File: src/rtl/sin_pkg.sv
`default_nettype none
package sin_pkg;

   localparam int INDEX_WIDTH = 32;
   localparam int LEN_WIDTH   = INDEX_WIDTH - 1;

   typedef struct packed {
      logic [LEN_WIDTH-1:0]          seq_length;
      logic signed [INDEX_WIDTH-1:0] start_index;
      logic signed [INDEX_WIDTH-1:0] stop_index;
      logic signed [INDEX_WIDTH-1:0] stride;
   } req_type;

   typedef struct packed {
      logic signed [INDEX_WIDTH-1:0] adjusted_start;
      logic signed [INDEX_WIDTH-1:0] adjusted_stop;
      logic [LEN_WIDTH-1:0]          slice_count;
      logic                          step_error;
   } rsp_type;

   // Classified request handed from the front part to the back part.
   typedef struct packed {
      logic                   step_error;
      logic                   backward;
      logic [INDEX_WIDTH-1:0] start;
      logic [INDEX_WIDTH-1:0] stop;
      logic [INDEX_WIDTH-1:0] mag;
   } mid_type;

endpackage
`default_nettype wire

File: src/rtl/sin_front.sv
`default_nettype none
module sin_front import sin_pkg::*; (
   input  wire logic    clock,
   input  wire logic    reset,
   input  wire logic    req_push,
   output logic         req_full,
   input  wire req_type req_data,
   output logic         mid_valid,
   input  wire logic    mid_take,
   output mid_type      mid_data
);

   localparam int QD = 4;
   localparam int PW = $clog2(QD);

   mid_type         q_ff [QD];
   logic [PW-1:0]   wr_ff, wr_in, rd_ff, rd_in;
   logic [PW:0]     cnt_ff, cnt_in;
   mid_type         cls;
   logic            bw, push, pop;

   // Wrap a negative index by the length, then clamp into the sequence.
   function automatic logic [INDEX_WIDTH-1:0] clamp_idx(
      input logic [INDEX_WIDTH-1:0] idx,
      input logic [LEN_WIDTH-1:0]   len,
      input logic                   back
   );
      logic signed [INDEX_WIDTH:0] wide, lenx, sum;
      logic [INDEX_WIDTH-1:0]      res;
      wide = {idx[INDEX_WIDTH-1], idx};
      lenx = {2'b00, len};
      sum  = wide + lenx;
      if (idx[INDEX_WIDTH-1]) begin
         if (sum[INDEX_WIDTH]) res = back ? '1 : '0;
         else res = sum[INDEX_WIDTH-1:0];
      end else if (wide >= lenx) begin
         res = back ? (lenx[INDEX_WIDTH-1:0] - 1'b1) : lenx[INDEX_WIDTH-1:0];
      end else begin
         res = idx;
      end
      return res;
   endfunction

   always_comb begin
      bw = req_data.stride[INDEX_WIDTH-1];
      cls.step_error = (req_data.stride == '0);
      cls.backward   = bw;
      cls.mag        = bw ? (~req_data.stride + 1'b1) : req_data.stride;
      if (cls.step_error) begin
         cls.start = '0;
         cls.stop  = '0;
      end else begin
         cls.start = clamp_idx(req_data.start_index, req_data.seq_length, bw);
         cls.stop  = clamp_idx(req_data.stop_index, req_data.seq_length, bw);
      end
   end

   assign req_full  = (cnt_ff == (PW+1)'(QD));
   assign mid_valid = (cnt_ff != '0);
   assign mid_data  = q_ff[rd_ff];
   assign push      = req_push && !req_full;
   assign pop       = mid_take && mid_valid;
   assign wr_in     = push ? wr_ff + 1'b1 : wr_ff;
   assign rd_in     = pop ? rd_ff + 1'b1 : rd_ff;
   assign cnt_in    = cnt_ff + (PW+1)'(push) - (PW+1)'(pop);

   always_ff @(posedge clock) begin
      if (reset) begin
         wr_ff  <= '0;
         rd_ff  <= '0;
         cnt_ff <= '0;
      end else begin
         wr_ff  <= wr_in;
         rd_ff  <= rd_in;
         cnt_ff <= cnt_in;
      end
      if (push) q_ff[wr_ff] <= cls;
   end

endmodule
`default_nettype wire

File: config.mk
export PLATFORM = sky130hd
export DESIGN_NAME = sin_front
export DESIGN_NICKNAME = d
export VERILOG_FILES = /design/src/rtl/sin_pkg.sv /design/src/rtl/sin_front.sv
export SDC_FILE = /design/constraint.sdc
export NUM_CORES = 1
export LEC_CHECK = 0
export ABC_CLOCK_PERIOD_IN_PS = 4160
export BUFFER_PORTS_ARGS = -buffer_cell sky130_fd_sc_hd__buf_2
export CAP_MARGIN = 20
export CORE_ASPECT_RATIO = 1.25
export CORE_MARGIN = 2
export CORE_UTILIZATION = 60
export CTS_CLUSTER_SIZE = 30
export DETAILED_ROUTE_END_ITERATION = 8
export PLACE_DENSITY_LB_ADDON = 0.15
export SETUP_SLACK_MARGIN = 0.2
export SYNTH_ARGS = -nofsm -noshare
export SYNTH_HDL_FRONTEND = slang
export SYNTH_SLANG_ARGS = --single-unit
File: constraint.sdc
create_clock -name clock -period 4.16 [get_ports clock]
set_clock_uncertainty 0.2 [all_clocks]
set_input_delay 0.416 -clock clock [delete_from_list [all_inputs] [get_ports clock]]
set_output_delay 0.416 -clock clock [all_outputs]
set_load 0.05 [all_outputs]
==> results of run 1 <==
==> how the worst min path moves through the flow <==
stage                      start     endpoint  slack [ns]
detailed placement      rd_ff[1]    flip-flop        0.34
CTS                 req_data[16]  q_ff[1][16]        0.04
global route         req_data[8]   q_ff[1][8]        0.07
finish              req_data[16]  q_ff[0][16]        0.06
floorplan               rd_ff[1]    flip-flop        0.28
global placement        rd_ff[1]    flip-flop        0.31
==> logic make-up after synthesis <==
| kind of cell | synth area share (%) |
|---|---|
| AOI/OAI and AO/OA | 10.69 |
| xor gates and xnor gates | 4.572 |
| adders and majority gates | 7.702 |
| buffers and inverters | 3.277 |
| DFF | 53.78 |
| muxes | 12.54 |
| and+or+nand+nor | 7.437 |
==> power breakdown <==
group / total, W / switching [W] / leakage [nW] / internal (W)
Sequential: 0.00520 / 0.000144 / 3.65 / 0.00506
Combinational: 0.00506 / 0.00344 / 5.07 / 0.00162
Clock: 0.00333 / 0.00147 / 0.576 / 0.00186
Total: 0.0136 / 0.00505 / 9.30 / 0.00854
==> per-stage QoR <==
step | hold WS [ns] | power, W | cell area, um2 | utilization, %
after floorplan | 0.2847 | 0.009039 | 22230 | -
final | 0.06466 | 0.01359 | 25500 | 70.04
after detailed placement | 0.3395 | 0.01036 | 24270 | 66.66
after global placement | 0.3056 | 0.01029 | 24270 | 66.66
after global routing | 0.06971 | 0.01411 | 25490 | 70.02
after CTS | 0.03746 | 0.01368 | 25480 | 69.99
==> critical path: stages <==
cell and delay (ns):
buf_2 0.17, ha_1 0.23, fa_1 0.41, nand2b_1 0.13
a211oi_1 0.09, buf_4 0.15, o21ai_1 0.21, buf_4 0.18
a21oi_2 0.09, a21bo_4 0.25, o311ai_4 0.36, nand2_1 0.12
buf_4 0.23, a221oi_1 0.62
==> Yosys cell counts, drive strengths merged (11+ instances only) <==
library cell / instances / share of area [%]
nand2: 44 / 0.74
nand4: 18 / 0.51
nand2b: 19 / 0.53
mux4: 98 / 9.9
a21oi: 86 / 2.0
nor2: 97 / 1.6
o31ai: 21 / 0.71
o21bai: 13 / 0.44
mux2i: 58 / 2.6
a211oi: 11 / 0.42
a21o: 16 / 0.54
o21ai: 38 / 0.86
nor3: 31 / 0.74
nand3: 25 / 0.59
a221oi: 58 / 3.3
xnor2: 104 / 4.1
xor2: 12 / 0.47
nor4: 23 / 0.65
clkbuf: 32 / 0.54
edfxtp: 392 / 53
and2: 12 / 0.34
buf: 37 / 0.96
nor2b: 18 / 0.51
ha: 132 / 7.4
inv: 105 / 1.8
==> state kept, by name, indices dropped and copies added, names as in the netlist, named ones only <==
| signal | flops |
|---|---|
| rd_ff | 2 |
| cnt_ff | 3 |
| wr_ff | 2 |
| q_ff | 392 |
==> routing by layer <==
metal	GRT usage [%]	share of wire, %
met3	3.742	6.0
met2	53.79	51
met1	38.78	39
met4	11.87	3.6
met5	0	0.036
==> layout make-up <==
type / instances / area [um2]
multi-input combinational: 1033 / 9568
tap: 480 / 600.6
antenna: 8 / 20.02
sequential: 401 / 11960
inverter: 105 / 394.1
fill: 2517 / 10910
timing repair buffer: 291 / 1764
clock buffer: 46 / 1002
clock inverter: 22 / 188.9
==> impl_metrics.ini, run 1 <==
[status]
status = completed

[yosys]
synth-seq-cells = 401
synth-async-reset-ratio_pct = 0
synth_edf_count = 392
synth_cell_types = 77
ys_seq_area_share_pct = 53.78
synth.net_count = 1874
synth_cells = 1608
synth.avg_cell_area_um2 = 13.82
ys_warn_count = 0
synth_area_um2 = 22220
synthFlopType = edfxtp_1

[global_route]
grt_pass1_vias = 15338
antenna_found_initial = 7
overflow = 0
grt_pass1_wl_um = 88920
grt_max_degree = 68
grt_util_all_layers_pct = 30.58

[sta]
hold_viol = 0
rsz0062_at_grt = false
max_freq_mhz = 277.4
min_period_over_period_pct = 86.66
slew_viol_final = 0
setup_tns_ns = 0
period_needed_ns = 3.605
setup_violations = 0
worst_slew_pin_slew_ns = 0.6684
setup_ws_ns = 0.5548
slew_headroom_pct = 55.44

[drt]
firstDrtPassIters = 5
drt_iter0_markers = 1171
final_antenna_net_count = 0
drc = 0
wl_per_cell_um = 24.42
routed_wl_um = 58270
via_per_inst = 6.263
vias = 14943

[min_path]
min_path_type = in -> reg
hold_depth = 2

[power_and_ir_drop]
p_per_area_nw_per_um2 = 532.9
p_leak_nw = 9.298
ir_worst_vdd_mv = 0.4291

[critical_path]
end_kind = flip-flop
cp_data_arrival_time_ns = 3.65
ff2ff_path_depth = 11
cp.required_ns = 4.21
critical_path.endpoint = q_ff[2][76]
worst-setup-path-type = in -> reg
ff2ff_setup_slack_ns = 1.47
startpoint = req_data[96]
worstPathMaxFanout = 11
worst_setup_path_start_kind = input pin
timing.rr.end = cnt_ff[2]
r2r_start = cnt_ff[1]

[cts]
cts_num_sinks = 401
postCtsSetupBuffers = 0
clk_pin_slew_ns = 0.06
clock_path_buffers = 3
cts_tree = done
clk_latency_ns = 0.54
cts_hold_buf = 2
cts_buffers = 39
root_buffer = clkbuf_16
cts_max_level = 2
cts-resized-gates = 0

[floorplanning]
die_h_um = 219.2
dieArea_um2 = 38610
num_rows = 78
core_area_um2 = 36400
ioPinCount = 231
start_util_pct = 61.05
die_w_um = 176.1

[finish]
final_net_count = 2137
layout_commonest_cell = edfxtp_1
area_growth_pct = 14.73
mostFrequentLayoutCells = edfxtp_1 (392), buf_2 (230), ha_1 (132)
fin_cells = 2386
drive_gt1_share_pct = 26.71

[placement]
port_buffers = 230
dp_slack_ns = -0.01685
dp_cells = 2308
dpl.hpwl_um = 42510
globalplace.congestion = 0.9369

[flow_run]
maxCapViolCount = 0
Power figures use the tool's default switching activity.
==> run 2: changes to the inputs <==
--- a/config.mk
+++ b/config.mk
@@ -11,9 +11,8 @@
 export CORE_ASPECT_RATIO = 1.25
 export CORE_MARGIN = 2
 export CORE_UTILIZATION = 60
-export CTS_CLUSTER_SIZE = 30
 export DETAILED_ROUTE_END_ITERATION = 8
-export PLACE_DENSITY_LB_ADDON = 0.15
+export PLACE_DENSITY_LB_ADDON = 0.08
 export SETUP_SLACK_MARGIN = 0.2
 export SYNTH_ARGS = -nofsm -noshare
 export SYNTH_HDL_FRONTEND = slang
==> run 2 against run 1 <==
Global-route usage rose by 0.16 points. Non-clock buffer count fell by 9. Utilization barely moved. Die area did not move. Sequential cell count did not move. Register-to-register slack improved by 0.05 ns. Fmax fell by 3.1%. Clock power rose by 5%. Largest power group unchanged.
==> impl_metrics.ini, run 2 (same netlist as run 1, synthesis figures left out) <==
[sta]
hold_viol = 0
slew_viol_final = 0
max_freq_mhz = 268.7
whs_ns = 0.07475
slew_headroom_pct = 43.65
setup_violations = 0
rsz0062_at_grt = false
setup_ws_ns = 0.4381
period_needed_ns = 3.722
worst_slew_pin_slew_ns = 0.8452
min_period_over_period_pct = 89.47

[drt]
via_per_inst = 6.335
routed_wl_um = 58750
final_antenna_net_count = 0
drt_iter0_markers = 1291
vias = 15070
drc = 0
firstDrtPassIters = 5
wl_per_cell_um = 24.70

[global_route]
grt_util_all_layers_pct = 30.74
grt_pass1_wl_um = 89350
grt_pass1_vias = 15231
grt_max_degree = 64
overflow = 0
antenna_found_initial = 7

[status]
status = completed

[flow_run]
maxCapViolCount = 0

[critical_path]
path_cells = buf_2 > ha_1 > fa_1 > nand2b_1 > a211oi_1 > o21ai_1 > buf_4 > a21oi_2 > a21bo_4 > o311ai_4 > nand2_1 > buf_4 > a221oi_1
crit_slowest_cell = a221oi_1
crit_family = compound AO/OA/AOI/OAI gates
cp_slowest_stage_delay_ns = 0.76
cp.required_ns = 4.19
cpMostUsedCell = buf_4
path_buf_inv = 3
worstPathMaxFanout = 17
cp_data_arrival_time_ns = 3.75
end_kind = flip-flop
worst-setup-path-type = in -> reg
worst_setup_path_start_kind = input pin

[finish]
largest_reg_flops = 392
layout_commonest_cell = edfxtp_1
num-fill-cells = 2555
final_net_count = 2129
area_growth_pct = 14.80
top_register = q_ff
drive_gt1_share_pct = 26.53
mostFrequentLayoutCells = edfxtp_1 (392), buf_2 (230), ha_1 (132)
top_regs = q_ff x392, cnt_ff x3
fin_util_pct = 70.08

[floorplanning]
ioPinCount = 231
die_w_um = 176.1
start_util_pct = 61.05
dieArea_um2 = 38610
num_rows = 78
die_h_um = 219.2
core_area_um2 = 36400

[cts]
clk_latency_ns = 0.54
root_buffer = clkbuf_16
cts_tree = done
cts_buffers = 40
cts_num_sinks = 401
clk_pin_slew_ns = 0.06
clock_path_buffers = 3
cts-resized-gates = 0
cts_max_level = 2

[placement]
dpl.hpwl_um = 42110
dp_slack_ns = -0.1133
globalplace.congestion = 0.9466
port_buffers = 230

[min_path]
min_path_type = in -> reg

[power_and_ir_drop]
ir_worst_vdd_mv = 0.4999
p_leak_nw = 9.298
p_per_area_nw_per_um2 = 538.9
-- run 2: cell count changes in the layout (fill, tap and decap cells not counted), sizes merged --
cell	change
inv	+3
clkbuf	+3
clkinvlp	-1
bufinv	+1
buf	-9
clkinv	-3
diode	-1
-- run 2: worst paths after layout --
| path | from | slack (ns) | end | cells after the start |
|---|---|---|---|---|
| worst min register to register | rd_ff[1] | 0.35 | flip-flop | 2 |
| worst max register to register | cnt_ff[1] | 1.52 | cnt_ff[2] | 11 |
| worst max-delay path | req_data[96] | 0.44 | q_ff[0][76] | 13 |
| worst min-delay path | req_data[26] | 0.07 | q_ff[0][26] | 2 |
-- run 2: stage by stage --
step / power [W] / cell area, um2 / TNS, ns / instances
final: 0.01375 / 25510 / 0 / 2379
after global routing: 0.01425 / 25510 / 0 / 2377
after CTS: 0.01382 / 25490 / 0 / 2372
after detailed placement: 0.01035 / 24220 / -0.4529 / 2299
after global placement: 0.01029 / 24220 / -0.2580 / 2299
after floorplan: 0.009039 / 22230 / 0 / 1608
-- run 2: power by group --
group | internal [W] | leakage [nW] | total, W | switching (W)
Sequential | 0.00506 | 3.65 | 0.00524 | 0.000186
Combinational | 0.00161 | 5.03 | 0.00502 | 0.00340
Clock | 0.00199 | 0.614 | 0.00349 | 0.00150
Total | 0.00866 | 9.30 | 0.0137 | 0.00509
-- run 2: metal layers --
layer	vias up	track usage [%]	wire, um
li1	6771	-	-
met1	7518	39.51	22970
met2	659	52.93	29320
met3	118	4.210	4113
met4	4	12.42	2318
met5	-	0	26
-- run 2: layout make-up --
| type | instances | area [um2] | share of cell area, % |
|---|---|---|---|
| inverter | 105 | 394.1 | 1.545 |
| clock buffer | 49 | 1045 | 4.095 |
| multi-input combinational | 1033 | 9568 | 37.50 |
| timing repair buffer | 282 | 1722 | 6.748 |
| sequential | 401 | 11960 | 46.88 |
| tap | 480 | 600.6 | 2.354 |
| antenna | 7 | 17.52 | 0.06866 |
| clock inverter | 22 | 206.4 | 0.8092 |
-- run 2: what timing repair did --
item | 4_1_cts | 5_1_grt
hold buffers | 2 | 0
hold endpoints to repair | 13 | 0
buffers inserted | 0 | 0
==> run 3: changes to the inputs <==
--- a/config.mk
+++ b/config.mk
@@ -10,7 +10,8 @@
 export CAP_MARGIN = 20
 export CORE_ASPECT_RATIO = 1.25
 export CORE_MARGIN = 2
-export CORE_UTILIZATION = 60
+export CORE_UTILIZATION = 35
+export CTS_BUF_LIST = sky130_fd_sc_hd__clkbuf_8
 export DETAILED_ROUTE_END_ITERATION = 8
 export PLACE_DENSITY_LB_ADDON = 0.08
 export SETUP_SLACK_MARGIN = 0.2
==> run 3 against run 2 <==
Critical path depth decreased by 1. Combinational power increased by 4.8%. Global-route usage down 9.5 points. Power grew 1.9%. Clock power is essentially flat. Final area grew 4.3%. Wire length up 19%. Sequential power about the same. Non-clock buffer count grew 62. Sequential cell count unchanged. Critical endpoint is now q_ff[2][52]. Highest routed layer unchanged.
==> impl_metrics.ini, run 3 (same netlist as run 1, synthesis figures left out) <==
[finish]
drive_gt1_share_pct = 28.33
top_regs = q_ff x392, cnt_ff x3
largest_reg_flops = 392
layout_commonest_cell = edfxtp_1
final_net_count = 2223
top_register = q_ff
design_area_um2 = 26620
area_growth_pct = 19.77
mostFrequentLayoutCells = edfxtp_1 (392), buf_2 (230), ha_1 (132)

[sta]
whs_ns = 0.06327
period_needed_ns = 3.736
min_period_over_period_pct = 89.80
slew_headroom_pct = 45.13
setup_ws_ns = 0.4243
max_freq_mhz = 267.7
rsz0062_at_grt = false
hold_viol = 0
worst_slew_pin_slew_ns = 0.8231
slew_viol_final = 0
setup_violations = 0
setup_tns_ns = 0

[critical_path]
cp_data_arrival_time_ns = 3.92
cp.depth = 12
cp.required_ns = 4.34
r2r_start = cnt_ff[1]
timing.rr.end = cnt_ff[2]
startpoint = req_data[13]
path_buf_inv = 4
worst-setup-path-type = in -> reg
cp_slowest_stage_delay_ns = 0.57
crit_family = simple AND/OR/NAND/NOR gates
path_cells = dlygate4sd3_1 > buf_2 > or4_1 > or2_1 > nor3_2 > nand2b_1 > or3_4 > inv_2 > a41o_2 > buf_4 > a21oi_1 > o211a_1
ff2ff_path_depth = 11
end_kind = flip-flop
worst_setup_path_start_kind = input pin
ff2ff_setup_slack_ns = 1.50
crit_slowest_cell = or4_1
critical_path.endpoint = q_ff[2][52]
worstPathMaxFanout = 31

[placement]
dpl.hpwl_um = 50730
dp_slack_ns = 0.1622
place_area_um2 = 24990
globalplace.congestion = 0.8818
port_buffers = 230

[drt]
via_per_inst = 5.305
routed_wl_um = 69970
wl_per_cell_um = 24.49
vias = 15157
firstDrtPassIters = 5
final_antenna_net_count = 0
drc = 0
drt_iter0_markers = 878

[flow_run]
maxCapViolCount = 0

[cts]
cts_max_level = 3
cts_hold_buf = 29
cts_buffers = 72
clock_path_buffers = 3
cts-resized-gates = 0
clk_pin_slew_ns = 0.06
postCtsSetupBuffers = 0
cts_tree = done
root_buffer = clkbuf_8
clk_latency_ns = 0.64
cts_num_sinks = 401

[floorplanning]
die_h_um = 285.7
die_w_um = 229.4
ioPinCount = 231
dieArea_um2 = 65540
num_rows = 103
core_area_um2 = 63020
start_util_pct = 35.27

[global_route]
grt_max_degree = 51
grt_pass1_vias = 16090
grt_util_all_layers_pct = 21.22
overflow = 0
antenna_found_initial = 7
grt_pass1_wl_um = 102800

[power_and_ir_drop]
p_per_area_nw_per_um2 = 526.2
ir_worst_vdd_mv = 0.3018
p_leak_nw = 9.744
totalPowerFinal_w = 0.01401

[status]
status = completed

[min_path]
min_path_type = in -> reg
## run 3: final cells by class
class | instances | area, um2
Antenna cell | 5 | 12.51
Clock buffer | 75 | 1032
Clock inverter | 54 | 295.3
Fill cell | 5957 | 36400
Inverter | 105 | 394.1
Multi-Input combinational cell | 1033 | 9568
Sequential cell | 401 | 11960
Tap cell | 840 | 1051
Timing Repair Buffer | 344 | 2305
## run 3: where the power goes
group	switching, W	internal, W
registers	0.000212	0.00506
clock network	0.00166	0.00181
logic	0.00355	0.00171
total	0.00543	0.00858
## run 3: stage by stage
| step | instances | util (%) |
|---|---|---|
| finish | 2857 | 42.24 |
| CTS | 2852 | 42.22 |
| global placement | 2694 | 39.65 |
| global route | 2857 | 42.24 |
| detailed placement | 2694 | 39.65 |
| floorplan | 1608 | - |
## run 3: worst min-delay path by stage
| stage | start | endpoint | cells after the start |
|---|---|---|---|
| 2_1_floorplan | rd_ff[1] | flip-flop | 2 |
| 3_3_place_gp | rd_ff[1] | flip-flop | 2 |
| 3_5_place_dp | rd_ff[1] | flip-flop | 2 |
| 4_1_cts | req_data[22] | q_ff[0][22] | 2 |
| 5_1_grt | req_data[22] | q_ff[1][22] | 2 |
| 6_report | req_data[9] | q_ff[1][9] | 2 |
## run 3: layer usage
layer	routed length [um]	vias up	track usage (%)	part of all wire, %
met1	28550	7630	25.12	41
met4	2082	4	8.068	3.0
met2	36450	413	38.36	52
met5	26	-	0	0.037
met3	2865	122	3.618	4.1
li1	-	6988	-	-
